==> src/hw/rtl/mmr_pkg.sv <==
// ----------------------------------------------------------------------------
// mmr_pkg: shared types and constants for the min-max rescaler
// Item modes, configuration register indexes, sequencer states and fixed
// field widths.
// ----------------------------------------------------------------------------
`timescale 1ns / 1ps

package mmr_pkg;

    // fixed field widths
    localparam int MODE_W     = 2;
    localparam int CHAN_W     = 3;
    localparam int SAMPLE_W   = 24;
    localparam int TARGET_W   = 25;
    localparam int CFG_ADDR_W = 2;

    // channels at or above this index are never selected
    localparam int MAX_CHANNELS = 8;

    // 16-bit PCM output limits
    localparam int PCM16_MAX = 32767;

    // register reset values
    localparam logic signed [TARGET_W-1:0] TARGET_MIN_RST = -25'sd8388608;
    localparam logic signed [TARGET_W-1:0] TARGET_MAX_RST = 25'sd8388607;

    typedef enum logic [MODE_W-1:0] {
        MODE_MEASURE = 2'd0,
        MODE_RESCALE = 2'd1,
        MODE_CLEAR   = 2'd2
    } mode_t;

    typedef enum logic [CFG_ADDR_W-1:0] {
        CFG_SAMPLE_FORMAT    = 2'd0,
        CFG_TARGET_MIN       = 2'd1,
        CFG_TARGET_MAX       = 2'd2,
        CFG_SELECTED_CHANNEL = 2'd3
    } cfg_idx_t;

    typedef enum logic [2:0] {
        ST_IDLE,
        ST_MUL,
        ST_DIV,
        ST_ADD,
        ST_FMT,
        ST_OUT
    } state_t;

endpackage

==> src/hw/rtl/mmr_serial_mul.sv <==
// ----------------------------------------------------------------------------
// mmr_serial_mul: bit-serial unsigned multiplier
// Shift-and-add over the multiplier bits, one bit per cycle. The product
// shifts right through one register while the partial sum enters at the top.
// ----------------------------------------------------------------------------
`timescale 1ns / 1ps

module mmr_serial_mul #(
    parameter int AW = 24,
    parameter int BW = 25
) (
    input  logic              aclk,
    input  logic              aresetn,
    input  logic              start,
    input  logic [AW-1:0]     a,
    input  logic [BW-1:0]     b,
    output logic              done,
    output logic [AW+BW-1:0]  product
);

    localparam int CW = $clog2(BW + 1);

    logic [CW-1:0]    cnt_reg, cnt_next;
    logic             done_reg, done_next;
    logic [AW-1:0]    mcand_reg, mcand_next;
    logic [AW+BW-1:0] prod_reg, prod_next;
    logic [AW:0]      sum;

    // control
    always_ff @(posedge aclk) begin
        if (!aresetn) begin
            cnt_reg  <= '0;
            done_reg <= 1'b0;
        end else begin
            cnt_reg  <= cnt_next;
            done_reg <= done_next;
        end
    end

    // datapath
    always_ff @(posedge aclk) begin
        mcand_reg <= mcand_next;
        prod_reg  <= prod_next;
    end

    // one multiplier bit per step, lsb first
    always_comb begin
        cnt_next   = cnt_reg;
        done_next  = 1'b0;
        mcand_next = mcand_reg;
        prod_next  = prod_reg;
        sum = {1'b0, prod_reg[AW+BW-1:BW]} + (prod_reg[0] ? {1'b0, mcand_reg} : '0);
        if (start) begin
            mcand_next = a;
            prod_next  = {{AW{1'b0}}, b};
            cnt_next   = CW'(BW);
        end else if (cnt_reg != '0) begin
            prod_next = {sum, prod_reg[BW-1:1]};
            cnt_next  = cnt_reg - 1'b1;
            done_next = (cnt_reg == CW'(1));
        end
    end

    assign done    = done_reg;
    assign product = prod_reg;

endmodule

==> src/hw/rtl/mmr_serial_div.sv <==
// ----------------------------------------------------------------------------
// mmr_serial_div: bit-serial restoring divider
// One quotient bit per cycle, msb first. Numerator bits shift out of the
// quotient register into the remainder; quotient bits shift in behind them.
// ----------------------------------------------------------------------------
`timescale 1ns / 1ps

module mmr_serial_div #(
    parameter int NW = 49,
    parameter int DW = 24
) (
    input  logic          aclk,
    input  logic          aresetn,
    input  logic          start,
    input  logic [NW-1:0] num,
    input  logic [DW-1:0] den,
    output logic          done,
    output logic [NW-1:0] quotient
);

    localparam int CW = $clog2(NW + 1);

    logic [CW-1:0] cnt_reg, cnt_next;
    logic          done_reg, done_next;
    logic [DW-1:0] den_reg, den_next;
    logic [DW-1:0] rem_reg, rem_next;
    logic [NW-1:0] quo_reg, quo_next;
    logic [DW:0]   shifted;
    logic [DW+1:0] diff;
    logic          ge;

    // control
    always_ff @(posedge aclk) begin
        if (!aresetn) begin
            cnt_reg  <= '0;
            done_reg <= 1'b0;
        end else begin
            cnt_reg  <= cnt_next;
            done_reg <= done_next;
        end
    end

    // datapath
    always_ff @(posedge aclk) begin
        den_reg <= den_next;
        rem_reg <= rem_next;
        quo_reg <= quo_next;
    end

    // trial subtract; remainder stays below the divisor
    always_comb begin
        cnt_next  = cnt_reg;
        done_next = 1'b0;
        den_next  = den_reg;
        rem_next  = rem_reg;
        quo_next  = quo_reg;
        shifted   = {rem_reg, quo_reg[NW-1]};
        diff      = {1'b0, shifted} - {2'b00, den_reg};
        ge        = ~diff[DW+1];
        if (start) begin
            den_next = den;
            rem_next = '0;
            quo_next = num;
            cnt_next = CW'(NW);
        end else if (cnt_reg != '0) begin
            rem_next  = ge ? diff[DW-1:0] : shifted[DW-1:0];
            quo_next  = {quo_reg[NW-2:0], ge};
            cnt_next  = cnt_reg - 1'b1;
            done_next = (cnt_reg == CW'(1));
        end
    end

    assign done     = done_reg;
    assign quotient = quo_reg;

endmodule

==> src/hw/rtl/min_max_rescale.sv <==
// ----------------------------------------------------------------------------
// min_max_rescale: min-max rescaler for one channel of a PCM stream
// A selected rescale item is accepted in ST_IDLE and passes through ST_MUL
//   (serial multiply), ST_DIV (serial divide), ST_ADD and ST_FMT to ST_OUT;
//   passthrough items go straight to ST_OUT and range-error items through
//   ST_FMT. ST_OUT waits while the output holds an untaken result, and the
//   next item can be taken in the same cycle that the result appears. Measure
//   and clear items are handled in ST_IDLE alone. Synchronous active-low reset
//   clears the tracker, the registers to their defaults and the output valid.
// ----------------------------------------------------------------------------
`timescale 1ns / 1ps

module min_max_rescale #(
    parameter int SAMPLE_BITS = 24
) (
    input  logic        aclk,
    input  logic        aresetn,

    // input items
    input  logic        s_axis_tvalid,
    output logic        s_axis_tready,
    input  logic [23:0] s_axis_tdata,   // [23:0] sample_in
    input  logic [4:0]  s_axis_tuser,   // [1:0] mode, [4:2] channel

    // result items
    output logic        m_axis_tvalid,
    input  logic        m_axis_tready,
    output logic [23:0] m_axis_tdata,   // [23:0] sample_out
    output logic [1:0]  m_axis_tuser,   // [0] saturated, [1] range_error

    // configuration writes
    input  logic        cfg_wr_en,
    input  logic [1:0]  cfg_addr,
    input  logic [24:0] cfg_wr_data
);

    localparam int SB    = SAMPLE_BITS;
    localparam int SHIFT = SAMPLE_BITS - 16;
    localparam int TW    = mmr_pkg::TARGET_W;
    localparam int PW    = SB + TW;          // product magnitude width
    localparam int VW    = PW + 2;           // signed result before format

    localparam logic signed [SB-1:0] TRK_MAX = SB'(2 ** (SAMPLE_BITS - 1) - 1);
    localparam logic signed [SB-1:0] TRK_MIN = ~TRK_MAX;
    localparam logic signed [VW-1:0] FS_HI   = VW'(2 ** (SAMPLE_BITS - 1) - 1);
    localparam logic signed [VW-1:0] FS_LO   = ~FS_HI;
    localparam logic signed [VW-1:0] P16_HI  = VW'(mmr_pkg::PCM16_MAX);
    localparam logic signed [VW-1:0] P16_LO  = ~P16_HI;
    localparam logic signed [VW-1:0] BIAS    = VW'(2 ** SHIFT - 1);

    // state
    mmr_pkg::state_t          state_reg, state_next;
    logic signed [SB-1:0]     running_min_reg, running_min_next;
    logic signed [SB-1:0]     running_max_reg, running_max_next;
    logic                     any_measured_reg, any_measured_next;
    logic                     sample_format_reg, sample_format_next;
    logic signed [TW-1:0]     target_min_reg, target_min_next;
    logic signed [TW-1:0]     target_max_reg, target_max_next;
    logic [2:0]               sel_ch_reg, sel_ch_next;
    logic                     m_valid_reg, m_valid_next;

    // payload
    logic                     neg_reg, neg_next;
    logic signed [VW-1:0]     v_reg, v_next;
    logic [23:0]              pend_sample_reg, pend_sample_next;
    logic                     pend_sat_reg, pend_sat_next;
    logic                     pend_rerr_reg, pend_rerr_next;
    logic [23:0]              m_data_reg, m_data_next;
    logic                     m_sat_reg, m_sat_next;
    logic                     m_rerr_reg, m_rerr_next;

    // input decode
    mmr_pkg::mode_t           in_mode;
    logic [2:0]               in_chan;
    logic                     in_sel;
    logic signed [SB-1:0]     u16;
    logic signed [SB-1:0]     in_units;
    logic                     range_bad;
    logic signed [SB:0]       diff_a;
    logic signed [TW:0]       diff_b;
    logic [SB-1:0]            mag_a;
    logic [TW-1:0]            mag_b;
    logic [SB-1:0]            den;

    // serial units
    logic                     mul_start, mul_done;
    logic [PW-1:0]            product;
    logic                     div_start, div_done;
    logic [PW-1:0]            quotient;

    // add and format
    logic signed [VW-1:0]     q_x, tmin_x;
    logic signed [VW-1:0]     v_biased, v_scaled, v_sat;
    logic                     v_clip;

    assign in_mode = mmr_pkg::mode_t'(s_axis_tuser[1:0]);
    assign in_chan = s_axis_tuser[4:2];
    assign in_sel  = (in_chan == sel_ch_reg)
                   && ({29'd0, in_chan} < 32'(mmr_pkg::MAX_CHANNELS));

    // sample to tracker units
    always_comb begin
        u16 = SB'($signed(s_axis_tdata[15:0]));
        u16 = u16 <<< SHIFT;
        in_units = sample_format_reg ? $signed(s_axis_tdata[SB-1:0]) : u16;
    end

    assign range_bad = !any_measured_reg || (running_max_reg <= running_min_reg);

    // operands in sign-magnitude form for the serial units
    assign diff_a = {in_units[SB-1], in_units} - {running_min_reg[SB-1], running_min_reg};
    assign diff_b = {target_max_reg[TW-1], target_max_reg}
                  - {target_min_reg[TW-1], target_min_reg};
    assign mag_a  = diff_a[SB] ? SB'(-diff_a) : diff_a[SB-1:0];
    assign mag_b  = diff_b[TW] ? TW'(-diff_b) : diff_b[TW-1:0];
    assign den    = SB'(running_max_reg - running_min_reg);

    mmr_serial_mul #(
        .AW (SB),
        .BW (TW)
    ) u_mul (
        .aclk    (aclk),
        .aresetn (aresetn),
        .start   (mul_start),
        .a       (mag_a),
        .b       (mag_b),
        .done    (mul_done),
        .product (product)
    );

    mmr_serial_div #(
        .NW (PW),
        .DW (SB)
    ) u_div (
        .aclk     (aclk),
        .aresetn  (aresetn),
        .start    (div_start),
        .num      (product),
        .den      (den),
        .done     (div_done),
        .quotient (quotient)
    );

    assign q_x    = {2'b00, quotient};
    assign tmin_x = VW'(target_min_reg);

    // output format: in 16-bit mode truncate toward zero to 16 bits, then clip; in 24-bit mode clip to full scale
    always_comb begin
        v_biased = v_reg + (v_reg[VW-1] ? BIAS : '0);
        v_scaled = v_biased >>> SHIFT;
        v_sat    = v_reg;
        v_clip   = 1'b0;
        if (!sample_format_reg) begin
            v_sat = v_scaled;
            if (v_scaled > P16_HI) begin
                v_sat  = P16_HI;
                v_clip = 1'b1;
            end else if (v_scaled < P16_LO) begin
                v_sat  = P16_LO;
                v_clip = 1'b1;
            end
        end else begin
            if (v_reg > FS_HI) begin
                v_sat  = FS_HI;
                v_clip = 1'b1;
            end else if (v_reg < FS_LO) begin
                v_sat  = FS_LO;
                v_clip = 1'b1;
            end
        end
    end

    // control registers
    always_ff @(posedge aclk) begin
        if (!aresetn) begin
            state_reg         <= mmr_pkg::ST_IDLE;
            running_min_reg   <= TRK_MAX;
            running_max_reg   <= TRK_MIN;
            any_measured_reg  <= 1'b0;
            sample_format_reg <= 1'b0;
            target_min_reg    <= mmr_pkg::TARGET_MIN_RST;
            target_max_reg    <= mmr_pkg::TARGET_MAX_RST;
            sel_ch_reg        <= 3'd0;
            m_valid_reg       <= 1'b0;
        end else begin
            state_reg         <= state_next;
            running_min_reg   <= running_min_next;
            running_max_reg   <= running_max_next;
            any_measured_reg  <= any_measured_next;
            sample_format_reg <= sample_format_next;
            target_min_reg    <= target_min_next;
            target_max_reg    <= target_max_next;
            sel_ch_reg        <= sel_ch_next;
            m_valid_reg       <= m_valid_next;
        end
    end

    // payload registers
    always_ff @(posedge aclk) begin
        neg_reg         <= neg_next;
        v_reg           <= v_next;
        pend_sample_reg <= pend_sample_next;
        pend_sat_reg    <= pend_sat_next;
        pend_rerr_reg   <= pend_rerr_next;
        m_data_reg      <= m_data_next;
        m_sat_reg       <= m_sat_next;
        m_rerr_reg      <= m_rerr_next;
    end

    // sequencer, tracker and configuration
    always_comb begin
        state_next         = state_reg;
        running_min_next   = running_min_reg;
        running_max_next   = running_max_reg;
        any_measured_next  = any_measured_reg;
        sample_format_next = sample_format_reg;
        target_min_next    = target_min_reg;
        target_max_next    = target_max_reg;
        sel_ch_next        = sel_ch_reg;
        m_valid_next       = m_valid_reg;
        neg_next           = neg_reg;
        v_next             = v_reg;
        pend_sample_next   = pend_sample_reg;
        pend_sat_next      = pend_sat_reg;
        pend_rerr_next     = pend_rerr_reg;
        m_data_next        = m_data_reg;
        m_sat_next         = m_sat_reg;
        m_rerr_next        = m_rerr_reg;
        mul_start          = 1'b0;
        div_start          = 1'b0;

        // result taken downstream
        if (m_axis_tready) begin
            m_valid_next = 1'b0;
        end

        unique case (state_reg)
            mmr_pkg::ST_IDLE: begin
                if (s_axis_tvalid) begin
                    unique case (in_mode)
                        mmr_pkg::MODE_MEASURE: begin
                            if (in_sel) begin
                                if (in_units < running_min_reg) begin
                                    running_min_next = in_units;
                                end
                                if (in_units > running_max_reg) begin
                                    running_max_next = in_units;
                                end
                                any_measured_next = 1'b1;
                            end
                        end
                        mmr_pkg::MODE_CLEAR: begin
                            running_min_next  = TRK_MAX;
                            running_max_next  = TRK_MIN;
                            any_measured_next = 1'b0;
                        end
                        mmr_pkg::MODE_RESCALE: begin
                            if (!in_sel) begin
                                pend_sample_next = s_axis_tdata;
                                pend_sat_next    = 1'b0;
                                pend_rerr_next   = 1'b0;
                                state_next       = mmr_pkg::ST_OUT;
                            end else if (range_bad) begin
                                v_next         = tmin_x;
                                pend_rerr_next = 1'b1;
                                state_next     = mmr_pkg::ST_FMT;
                            end else begin
                                neg_next       = diff_a[SB] ^ diff_b[TW];
                                pend_rerr_next = 1'b0;
                                mul_start      = 1'b1;
                                state_next     = mmr_pkg::ST_MUL;
                            end
                        end
                        default: ;  // unused mode: ignored
                    endcase
                end
            end
            mmr_pkg::ST_MUL: begin
                if (mul_done) begin
                    div_start  = 1'b1;
                    state_next = mmr_pkg::ST_DIV;
                end
            end
            mmr_pkg::ST_DIV: begin
                if (div_done) begin
                    state_next = mmr_pkg::ST_ADD;
                end
            end
            mmr_pkg::ST_ADD: begin
                v_next     = neg_reg ? (tmin_x - q_x) : (tmin_x + q_x);
                state_next = mmr_pkg::ST_FMT;
            end
            mmr_pkg::ST_FMT: begin
                pend_sample_next = v_sat[23:0];
                pend_sat_next    = v_clip;
                state_next       = mmr_pkg::ST_OUT;
            end
            mmr_pkg::ST_OUT: begin
                if (!m_valid_reg || m_axis_tready) begin
                    m_data_next  = pend_sample_reg;
                    m_sat_next   = pend_sat_reg;
                    m_rerr_next  = pend_rerr_reg;
                    m_valid_next = 1'b1;
                    state_next   = mmr_pkg::ST_IDLE;
                end
            end
            default: state_next = mmr_pkg::ST_IDLE;
        endcase

        // register writes; the host must issue them only while no item is in flight (the block does not enforce this)
        if (cfg_wr_en) begin
            unique case (mmr_pkg::cfg_idx_t'(cfg_addr))
                mmr_pkg::CFG_SAMPLE_FORMAT:    sample_format_next = cfg_wr_data[0];
                mmr_pkg::CFG_TARGET_MIN:       target_min_next    = $signed(cfg_wr_data);
                mmr_pkg::CFG_TARGET_MAX:       target_max_next    = $signed(cfg_wr_data);
                mmr_pkg::CFG_SELECTED_CHANNEL: sel_ch_next        = cfg_wr_data[2:0];
                default: ;
            endcase
        end
    end

    assign s_axis_tready = (state_reg == mmr_pkg::ST_IDLE);
    assign m_axis_tvalid = m_valid_reg;
    assign m_axis_tdata  = m_data_reg;
    assign m_axis_tuser  = {m_rerr_reg, m_sat_reg};

endmodule

==> config.mk <==
export PLATFORM = sky130hd
export DESIGN_NAME = min_max_rescale
export DESIGN_NICKNAME = d
export VERILOG_FILES = /design/src/hw/rtl/mmr_pkg.sv /design/src/hw/rtl/mmr_serial_mul.sv /design/src/hw/rtl/mmr_serial_div.sv /design/src/hw/rtl/min_max_rescale.sv
export SDC_FILE = /design/constraint.sdc
export NUM_CORES = 1
export LEC_CHECK = 0
export BUFFER_PORTS_ARGS = -buffer_cell sky130_fd_sc_hd__buf_2
export CAP_MARGIN = 20
export CORE_AREA = 2 2 214 374
export DETAILED_ROUTE_END_ITERATION = 6
export DIE_AREA = 0 0 216 376
export GPL_ROUTABILITY_DRIVEN = 0
export PLACE_DENSITY = 0.52
export SLEW_MARGIN = 20
export SYNTH_ARGS = -nofsm -noshare
export SYNTH_HDL_FRONTEND = slang
export SYNTH_SLANG_ARGS = --single-unit
==> constraint.sdc <==
create_clock -name aclk -period 5.2 [get_ports aclk]
set_input_delay 0 -clock aclk [delete_from_list [all_inputs] [get_ports aclk]]
set_output_delay 0 -clock aclk [all_outputs]
set_load 0.01 [all_outputs]
**Word level (Yosys, flattened, before mapping)**

Index checks and enable logic that the tools add are counted.

- Register bits: 394
- Bits in latches: 0
- Bits in writable memories: 0
- Bits in read-only memories: 0
- Input bits: 61
- Output and inout port bits: 28
- Logic and storage cells: 174
- Memories: 0

- Add/subtract/negate cells: 12
- Multiply operators: 0
- Divide/modulo/power cells: 0
- Magnitude comparators: 7
- Eq/ne operators: 24
- Shifts and indexed selects: 0
- Mux-type cells: 65
- Bitwise gates (word level): 6
- Reduce and logical (&&, ||, !) cells: 31

Operator list:

| cell | count |
|---|---|
| 2-to-1 mux 24 bit | 16 |
| 2-to-1 mux 51 bit | 5 |
| one-hot mux 24 bit (2 select lines) | 3 |
| one-hot mux 51 bit (2 select lines) | 1 |
| 2-to-1 mux 49 bit | 2 |
| 2-to-1 mux 25 bit | 3 |
| adder 25 x 50 -> 51 bit | 1 |
| adder 51 x 8 -> 51 bit | 1 |
| greater-than comparator 51 x 24 -> 1 bit (second input constant) | 1 |
| less-than comparator 51 x 24 -> 1 bit (second input constant) | 1 |
| subtractor 25 x 50 -> 51 bit | 1 |
| greater-than comparator 43 x 16 -> 1 bit (second input constant) | 1 |
| less-than comparator 43 x 16 -> 1 bit (second input constant) | 1 |
| subtractor 25 x 24 -> 26 bit | 1 |
| subtractor 25 x 25 -> 26 bit | 1 |
| adder 24 x 24 -> 25 bit | 1 |
| negator 25 bit | 1 |
| AND reduction 5 bit | 5 |
| subtractor 24 x 24 -> 25 bit | 1 |
| greater-than comparator 24 bit | 1 |
| less-or-equal comparator 24 bit | 1 |
| less-than comparator 24 bit | 1 |
| negator 24 bit | 1 |
| subtractor 24 bit | 1 |
| 33 further kinds | 93 |

**Depth between registers and ports, before layout**

Gate-level depths: netlist (run 1).

- Word-level depth: 8
- Depth in mapped cells: 21
- Gate-level depth less buffers: 21

**By module**

From an unflattened synthesis (run 1), not the netlist that was laid out.

- Cells, all modules: 3222
- Area, all modules: 28437.3 sq um

Modules (own cells, without submodules):

| module | times used | cells an instance | area each (sq um) | seq. area each (sq um) |
|---|---|---|---|---|
| min_max_rescale | 1 | 2299 | 18417.7 | 5265.0 |
| mmr_serial_div | 1 | 496 | 5582.9 | 2812.7 |
| mmr_serial_mul | 1 | 427 | 4436.8 | 2072.0 |

**Worst setup path before layout (run 1)**

No wires, ideal clock.

- Path type: reg-to-reg
- From: register running_min_reg[2]
- To: register v_reg[0] (enable)
- Setup time: 0.482 ns
- Data arrival time: 4.911 ns
- Data required time: 4.718 ns
- Path slack: -0.193 ns
- Stages on the path, launching flop included: 13
- Path buffers: 0
- Clock period less this slack: 5.393 ns
- Cells stage by stage: dfxtp_1 -> inv_1 -> ha_1 -> nor2b_1 -> o31a_1 -> o31a_1 -> o21bai_1 -> a21oi_1 -> a311o_1 -> o211ai_1 -> a21boi_0 -> nand2b_1 -> a22oi_1

- Longest elaborated chain between the ends: 4

RTL lines:

| item | line | source |
|---|---|---|
| start: declaration | min_max_rescale.sv:53 | `logic signed [SB-1:0] running_min_reg, running_min_next;` |
| start signal: assignment | min_max_rescale.sv:187 | `running_min_reg <= running_min_next;` |
| less-or-equal comparator 24 bit | min_max_rescale.sv:108 | `assign range_bad = !any_measured_reg \|\| (running_max_reg <= running_min_reg);` |
| logical OR 1 bit | min_max_rescale.sv:108 |  |
| != test 2 x 1 -> 1 bit (no line) | n/a |  |
| AND reduction 5 bit (no line) | n/a |  |
| end signal: assignment | min_max_rescale.sv:201 | `v_reg <= v_next;` |
| end: declaration | min_max_rescale.sv:64 | `logic signed [VW-1:0] v_reg, v_next;` |

No other way between the ends.
A chain may end at the register's enable or synchronous reset.

**Final worst setup path (run 1)**

- From: register u_div.quo_reg[9] (netlist: u_div.quotient[9])
- To: register v_reg[50] (data pin)

- Longest elaborated chain between the ends: 3

RTL lines:

| item | line | source |
|---|---|---|
| start: declaration | mmr_serial_div.sv:27 | `logic [NW-1:0] quo_reg, quo_next;` |
| start signal: assignment | mmr_serial_div.sv:47 | `quo_reg <= quo_next;` |
| adder 25 x 50 -> 51 bit or subtractor 25 x 50 -> 51 bit (tied branches) | min_max_rescale.sv:290 | `v_next = neg_reg ? (tmin_x - q_x) : (tmin_x + q_x);` |
| 2-to-1 mux 51 bit * | min_max_rescale.sv:290 |  |
| one-hot mux 51 bit (2 select lines) * | min_max_rescale.sv:237 | `unique case (state_reg)` |
| via v_next[50] | min_max_rescale.sv:64 |  |

Mark *: on every way through the listed nets, which the timed path passes. The rest lies on a longest branch.

==> flow_metrics.py, run 1 <==
metrics = {
    "layout": {
        "design_area_sq_um": 32000,
        "largest_reg_flops": 51,
        "num_antenna_cells": 0,
        "synthToLayoutAreaGrowth_pct": 14.5,
        "layout_common_cells": "nand2_1, nor2_1, edfxtp_1, a21oi_1, ha_1",
        "drive_gt1_share_pct": 9.28,
        "layout_commonest_cell": "nand2_1",
        "nNetsFinal": 3693,
        "utilization_pct": 40.9,
    },
    "worst_setup_path": {
        "crit_path_end_kind": "flip-flop",
        "cpPeakStageDelay_ns": 0.52,
        "crit_required_ns": 5.54,
        "arrival_ns": 5.28,
        "critPathSlowestCell": "or4_4",
        "cp_cell_sequence": "nor4_2 -> and4b_1 -> nor3b_2 -> buf_4 -> nand2_1 -> or4_4 -> nor3b_1 -> nor2_1 -> xnor2_1 -> ha_1 -> a21o_1 -> a21o_1 -> a21o_1 -> a21o_1 -> a21o_1 -> a211oi_2 -> a31oi_1 -> a41o_1 -> o2bb2ai_1 -> mux2_2 -> nand3_1",
        "start_kind": "flip-flop",
        "path_buf_inv": 1,
        "crit_family": "simple AND/OR/NAND/NOR gates",
        "path_common_cell": "a21o_1",
        "cp_max_fo": 4,
        "critPathKind": "reg2reg",
    },
    "drt": {
        "route.detailed.drc": 0,
        "vias": 23995,
        "antenna_left": 0,
        "wl_mm": 86.5,
        "via_per_inst": 5.35,
        "drtPass1Iterations": 5,
        "drtIter0Drc": 1285,
        "wl_per_cell_um": 19.3,
    },
    "timing": {
        "finalCritPeriodShare_pct": 95.0,
        "clock_skew_ns": 0.0535,
        "tightest_slew_ns": 1.00,
        "hold_viol_final": 0,
        "fin_setup_tns_ns": 0,
        "max_freq_mhz": 202,
        "layout_min_cycle_time_ns": 4.94,
        "final_max_slew_viol_count": 0,
        "slew_headroom_pct": 33.0,
        "hold-worst-slack_ns": 0.0621,
        "setup_violations": 0,
    },
    "clocking": {
        "clock_latency_ns": 0.62,
        "cts_sinks": 394,
        "root_buffer": "clkbuf_16",
        "cts_tree": "yes",
        "clk_path_buf_depth": 3,
        "clk_pin_slew_worst_paths_ns": 0.07,
        "cts_buffers": 43,
        "cts_max_level": 2,
    },
    "grt": {
        "grt_start_max_net_pins": 76,
        "grt_pass1_wl_mm": 135,
        "antenna_found_initial": 0,
        "overflow": 0,
        "grt_pass1_vias": 24556,
        "grt_usage_pct": 21.1,
    },
    "yosys": {
        "syn_area_sq_um": 27900,
        "ys_ff_latch": 394,
        "synthFlopType": "edfxtp_1",
        "seq_area_frac_synth_pct": 36.3,
        "synth_warnings": 0,
        "syn_nets": 3540,
        "synth-edff-count": 226,
        "synth_cell_types": 92,
        "async_flop_share_pct": 0,
        "syn_avg_cell_area_sq_um": 8.57,
        "synth_cells": 3262,
    },
    "floorplanning": {
        "start_util_pct": 35.7,
        "coreArea_sq_um": 78300,
        "fp-row-count": 136,
        "die_h_um": 376,
        "die_area_sq_um": 81200,
        "die_x_um": 216,
        "design.portCount": 89,
    },
    "place": {
        "portBuffers": 88,
        "dp_hpwl_mm": 67.7,
        "place_area_sq_um": 29900,
    },
    "flow_run": {
        "drv_cap": 0,
    },
    "power_and_ir_drop": {
        "ir_drop_uv": 347,
        "combinationalPowerShare_pct": 43.6,
        "p_sw_w": 0.00559,
        "power_switching_share_pct": 39.0,
        "p_clk_share_pct": 22.7,
        "power_frac_seq_pct": 33.7,
        "p_int_w": 0.00874,
        "powerDensity_nw_per_um2": 448,
        "power_leakage_nw": 13.2,
    },
    "hold_path": {
        "hp-class": "in2reg",
    },
    "status": {
        "outcome": "finished, final reports clean",
    },
}
## per-layer routing
layer	global-route usage (%)	vias to the layer above	routed length, um
met5	0	-	0
met1	21.4	11407	32300
met2	41.8	403	47400
met3	1.99	188	1920
met4	11.3	0	4860
li1	-	11997	-
## path summary, 6_finish.rpt
| path | from | endpoint | slack [ns] | cells after the start |
|---|---|---|---|---|
| setup reg to reg | u_div.quotient[9] | v_reg[50] | 0.26 | 21 |
| hold / removal | cfg_wr_en | sel_ch_reg[2] | 0.06 | 4 |
| hold reg to reg | pend_sample_reg[11] | m_axis_tdata[11] | 0.41 | 0 |
| setup / recovery | u_div.quotient[9] | v_reg[50] | 0.26 | 21 |
## power by group through the flow
stage	clock [W]	combinational [W]	sequential, W
finish	0.00325	0.00625	0.00483
global route	0.00344	0.00703	0.00492
CTS	0.00333	0.00630	0.00484
detailed placement	0	0.00622	0.00490
global placement	0	0.00620	0.00490
floorplan	0	0.00470	0.00468
## synthesized netlist by cell type, drive strengths merged, types with 39 or more instances
library cell | number | area (sq um)
ha | 211 | 2640
dfxtp | 168 | 3360
a21oi | 224 | 1120
nor3 | 97 | 512
xnor2 | 162 | 1420
o21ai | 207 | 1040
a21o | 82 | 616
nand3 | 84 | 420
inv | 180 | 676
mux2i | 64 | 641
nor2b | 51 | 319
clkbuf | 100 | 375
nand2 | 453 | 1700
nor2 | 269 | 1010
a21boi | 39 | 293
edfxtp | 226 | 6790
xor2 | 75 | 657
o21a | 45 | 338
and2 | 48 | 300
## tightest hold or removal path: cells and delay by family
family | cells | cell delay (ns)
buf+inv | 1 | 0.12
mux | 1 | 0.13
simple gates | 2 | 0.39
## per-stage QoR
stage	total power (W)	cells	setup slack [ns]
after detailed placement	0.0111	4342	0.0392
after floorplan	0.00937	3262	0.352
final	0.0143	4484	0.261
after global placement	0.0111	4341	0.0161
after global routing	0.0154	4484	-0.0181
after CTS	0.0145	4483	0.0409
## timing repair
action,CTS,global route
hold endpoints to repair,102,0
endpoints found under the setup margin,0,7
hold buffers,62,0
buffers inserted,0,1
resized for setup,0,7
## cells by family (layout without fill, tap and decap cells)
family,count (synthesis),in the layout,share of synthesized area [%]
AO/OA/AOI/OAI,831,831,19.1
AND/OR/NAND/NOR,1195,1195,19.9
buffers and inverters,299,486,4.07
flip-flops,394,394,36.3
multiplexers,89,89,3.30
XOR/XNOR,237,237,7.43
adder cells (fa/ha/maj),217,217,9.88
## area by class of cell
| class | instances | area [sq um] |
|---|---|---|
| Clock buffer | 58 | 1220 |
| Clock inverter | 21 | 256 |
| Fill cell | 8020 | 46300 |
| Inverter | 180 | 676 |
| Multi-Input combinational cell | 2569 | 16800 |
| Sequential cell | 394 | 10100 |
| Tap cell | 1035 | 1290 |
| Timing Repair Buffer | 227 | 1650 |
(Power assumes the default switching activity.)
==> inputs of run 2 (changes only) <==
- BUFFER_PORTS_ARGS: -buffer_cell sky130_fd_sc_hd__buf_2 -> -buffer_cell sky130_fd_sc_hd__buf_4
==> run 2 against run 1 <==
  * Critical path depth unchanged
  * Clock skew decreased by 0.0032 ns
  * Global-route usage decreased by 0.12 points
  * Largest power group unchanged
  * Highest routed layer unchanged
==> flow_metrics.py, run 2 (synthesized netlist as in run 1, its figures left out) <==
metrics = {
    "layout": {
        "largest_reg_flops": 51,
        "layout_commonest_cell": "nand2_1",
        "drive_gt1_share_pct": 9.14,
        "layout_common_cells": "nand2_1, nor2_1, edfxtp_1, a21oi_1, ha_1",
        "synthToLayoutAreaGrowth_pct": 17.0,
        "num_antenna_cells": 0,
        "nNetsFinal": 3736,
        "fillers": 7974,
    },
    "grt": {
        "grt_usage_pct": 21.0,
        "grt_start_max_net_pins": 76,
        "overflow": 0,
        "grt_pass1_wl_mm": 134,
        "grt_pass1_vias": 24082,
        "antenna_found_initial": 0,
    },
    "flow_run": {
        "drv_cap": 0,
    },
    "worst_setup_path": {
        "start_kind": "flip-flop",
        "critPathKind": "reg2reg",
        "cp_num_cells": 21,
        "cp_cell_sequence": "nor4_4 -> and4b_2 -> nor3b_1 -> buf_4 -> nand2_1 -> or4_4 -> nor3b_2 -> nor2_1 -> xnor2_1 -> ha_1 -> a21o_1 -> a21o_1 -> a21o_1 -> a21o_1 -> a21o_1 -> a211oi_2 -> a31oi_1 -> a41o_1 -> o2bb2ai_1 -> mux2_2 -> nand3_1",
        "critPathSlowestCell": "or4_4",
        "cp_max_fo": 4,
        "crit_required_ns": 5.54,
        "crit_path_end_kind": "flip-flop",
        "crit_family": "simple AND/OR/NAND/NOR gates",
        "cpPeakStageDelay_ns": 0.54,
        "path_buf_inv": 1,
        "arrival_ns": 5.26,
        "path_common_cell": "a21o_1",
        "rr_worst_depth": 21,
        "r2r_setup_slack_ns": 0.28,
    },
    "clocking": {
        "cts_max_level": 2,
        "cts_sinks": 394,
        "clock_latency_ns": 0.61,
        "cts_tree": "yes",
        "clk_path_buf_depth": 3,
        "root_buffer": "clkbuf_16",
        "postCtsSetupBuffers": 0,
        "cts_buffers": 41,
        "clk_pin_slew_worst_paths_ns": 0.07,
    },
    "floorplanning": {
        "coreArea_sq_um": 78300,
        "die_x_um": 216,
        "fp-row-count": 136,
        "design.portCount": 89,
        "die_h_um": 376,
        "start_util_pct": 35.7,
        "die_area_sq_um": 81200,
    },
    "power_and_ir_drop": {
        "powerDensity_nw_per_um2": 439,
        "power_leakage_nw": 13.4,
        "ir_drop_uv": 265,
    },
    "drt": {
        "antenna_left": 0,
        "via_per_inst": 5.32,
        "drtIter0Drc": 1272,
        "route.detailed.drc": 0,
        "wl_mm": 86.4,
        "vias": 24093,
        "wl_per_cell_um": 19.1,
        "drtPass1Iterations": 5,
    },
    "timing": {
        "tightest_slew_ns": 0.990,
        "hold_viol_final": 0,
        "slew_headroom_pct": 33.1,
        "hold-worst-slack_ns": 0.229,
        "max_freq_mhz": 203,
        "clock_skew_ns": 0.0504,
        "finalCritPeriodShare_pct": 94.6,
        "fin_setup_tns_ns": 0,
        "setup_violations": 0,
        "layout_min_cycle_time_ns": 4.92,
        "final_max_slew_viol_count": 0,
    },
    "place": {
        "portBuffers": 88,
        "dp_hpwl_mm": 67.7,
    },
    "status": {
        "outcome": "finished, final reports clean",
    },
    "hold_path": {
        "hold_path_depth": 4,
        "hp-class": "in2reg",
    },
}
==> run 2: cell count changes in the layout (fill, tap and decap cells not counted), moves of 3 or more <==
cell	change
buf_2	-87
buf_4	+85
bufinv_16	+3
clkbuf_16	-3
clkbuf_8	-5
dlygate4sd3_1	+46
==> run 2: final timing paths <==
| path | startpoint | end |
|---|---|---|
| min | cfg_wr_data[15] | target_min_reg[15] |
| max | u_div.quotient[9] | v_reg[50] |
| max reg2reg | u_div.quotient[9] | v_reg[50] |
| min reg2reg | pend_sample_reg[5] | m_axis_tdata[5] |
==> run 2: metrics by stage <==
stage               instances  utilization [%]  total power [W]  setup slack (ns)  area (sq um)
floorplan                3262                -          0.00937             0.352         28000
global placement         4342             38.5           0.0111            0.0768         30100
detailed placement       4342             38.5           0.0111             0.103         30100
CTS                      4526             41.7           0.0145            0.0782         32600
global route             4526             41.8           0.0154           -0.0184         32700
finish                   4526             41.8           0.0143             0.279         32700
==> run 2: cell type report <==
cell class	count	area (sq um)	area share, %
well taps	1035	1290	3.96
clock inverters	29	384	1.18
inverters	180	676	2.07
clock buffers	47	1060	3.24
repair buffers	272	2340	7.15
flip-flops and latches	394	10100	31.1
multi-input cells	2569	16800	51.4
==> run 2: power breakdown <==
group          leakage, nW  total (W)  internal [W]  switching [W]
clock network        0.693    0.00322       0.00184        0.00138
registers             3.51    0.00484       0.00421       0.000627
logic                 9.16    0.00628       0.00271        0.00357
==> run 2: timing repair <==
item | CTS | global route
endpoints found under the hold margin | 118 | 0
hold buffers | 108 | 0
gates resized for setup | 0 | 12
setup endpoints to repair | 0 | 13
==> run 2: per-layer routing <==
metal | global-route usage (%) | part of all wire [%] | vias up
met1 | 21.3 | 37 | 11415
met2 | 42.2 | 55 | 448
met5 | 0 | 0 | -
met3 | 1.77 | 2.6 | 170
met4 | 9.96 | 5.0 | 0
li1 | - | - | 12060
==> run 2: worst register-to-register path: stages (launching register included) <==
cell and delay [ns]:
edfxtp_1 0.44, nor4_4 0.30, and4b_2 0.31, nor3b_1 0.20, buf_4 0.16, nand2_1 0.10
or4_4 0.54, nor3b_2 0.18, nor2_1 0.07, xnor2_1 0.14, ha_1 0.20, a21o_1 0.18
a21o_1 0.17, a21o_1 0.18, a21o_1 0.18, a21o_1 0.22, a211oi_2 0.26, a31oi_1 0.08
a41o_1 0.29, o2bb2ai_1 0.18, mux2_2 0.25, nand3_1 0.07
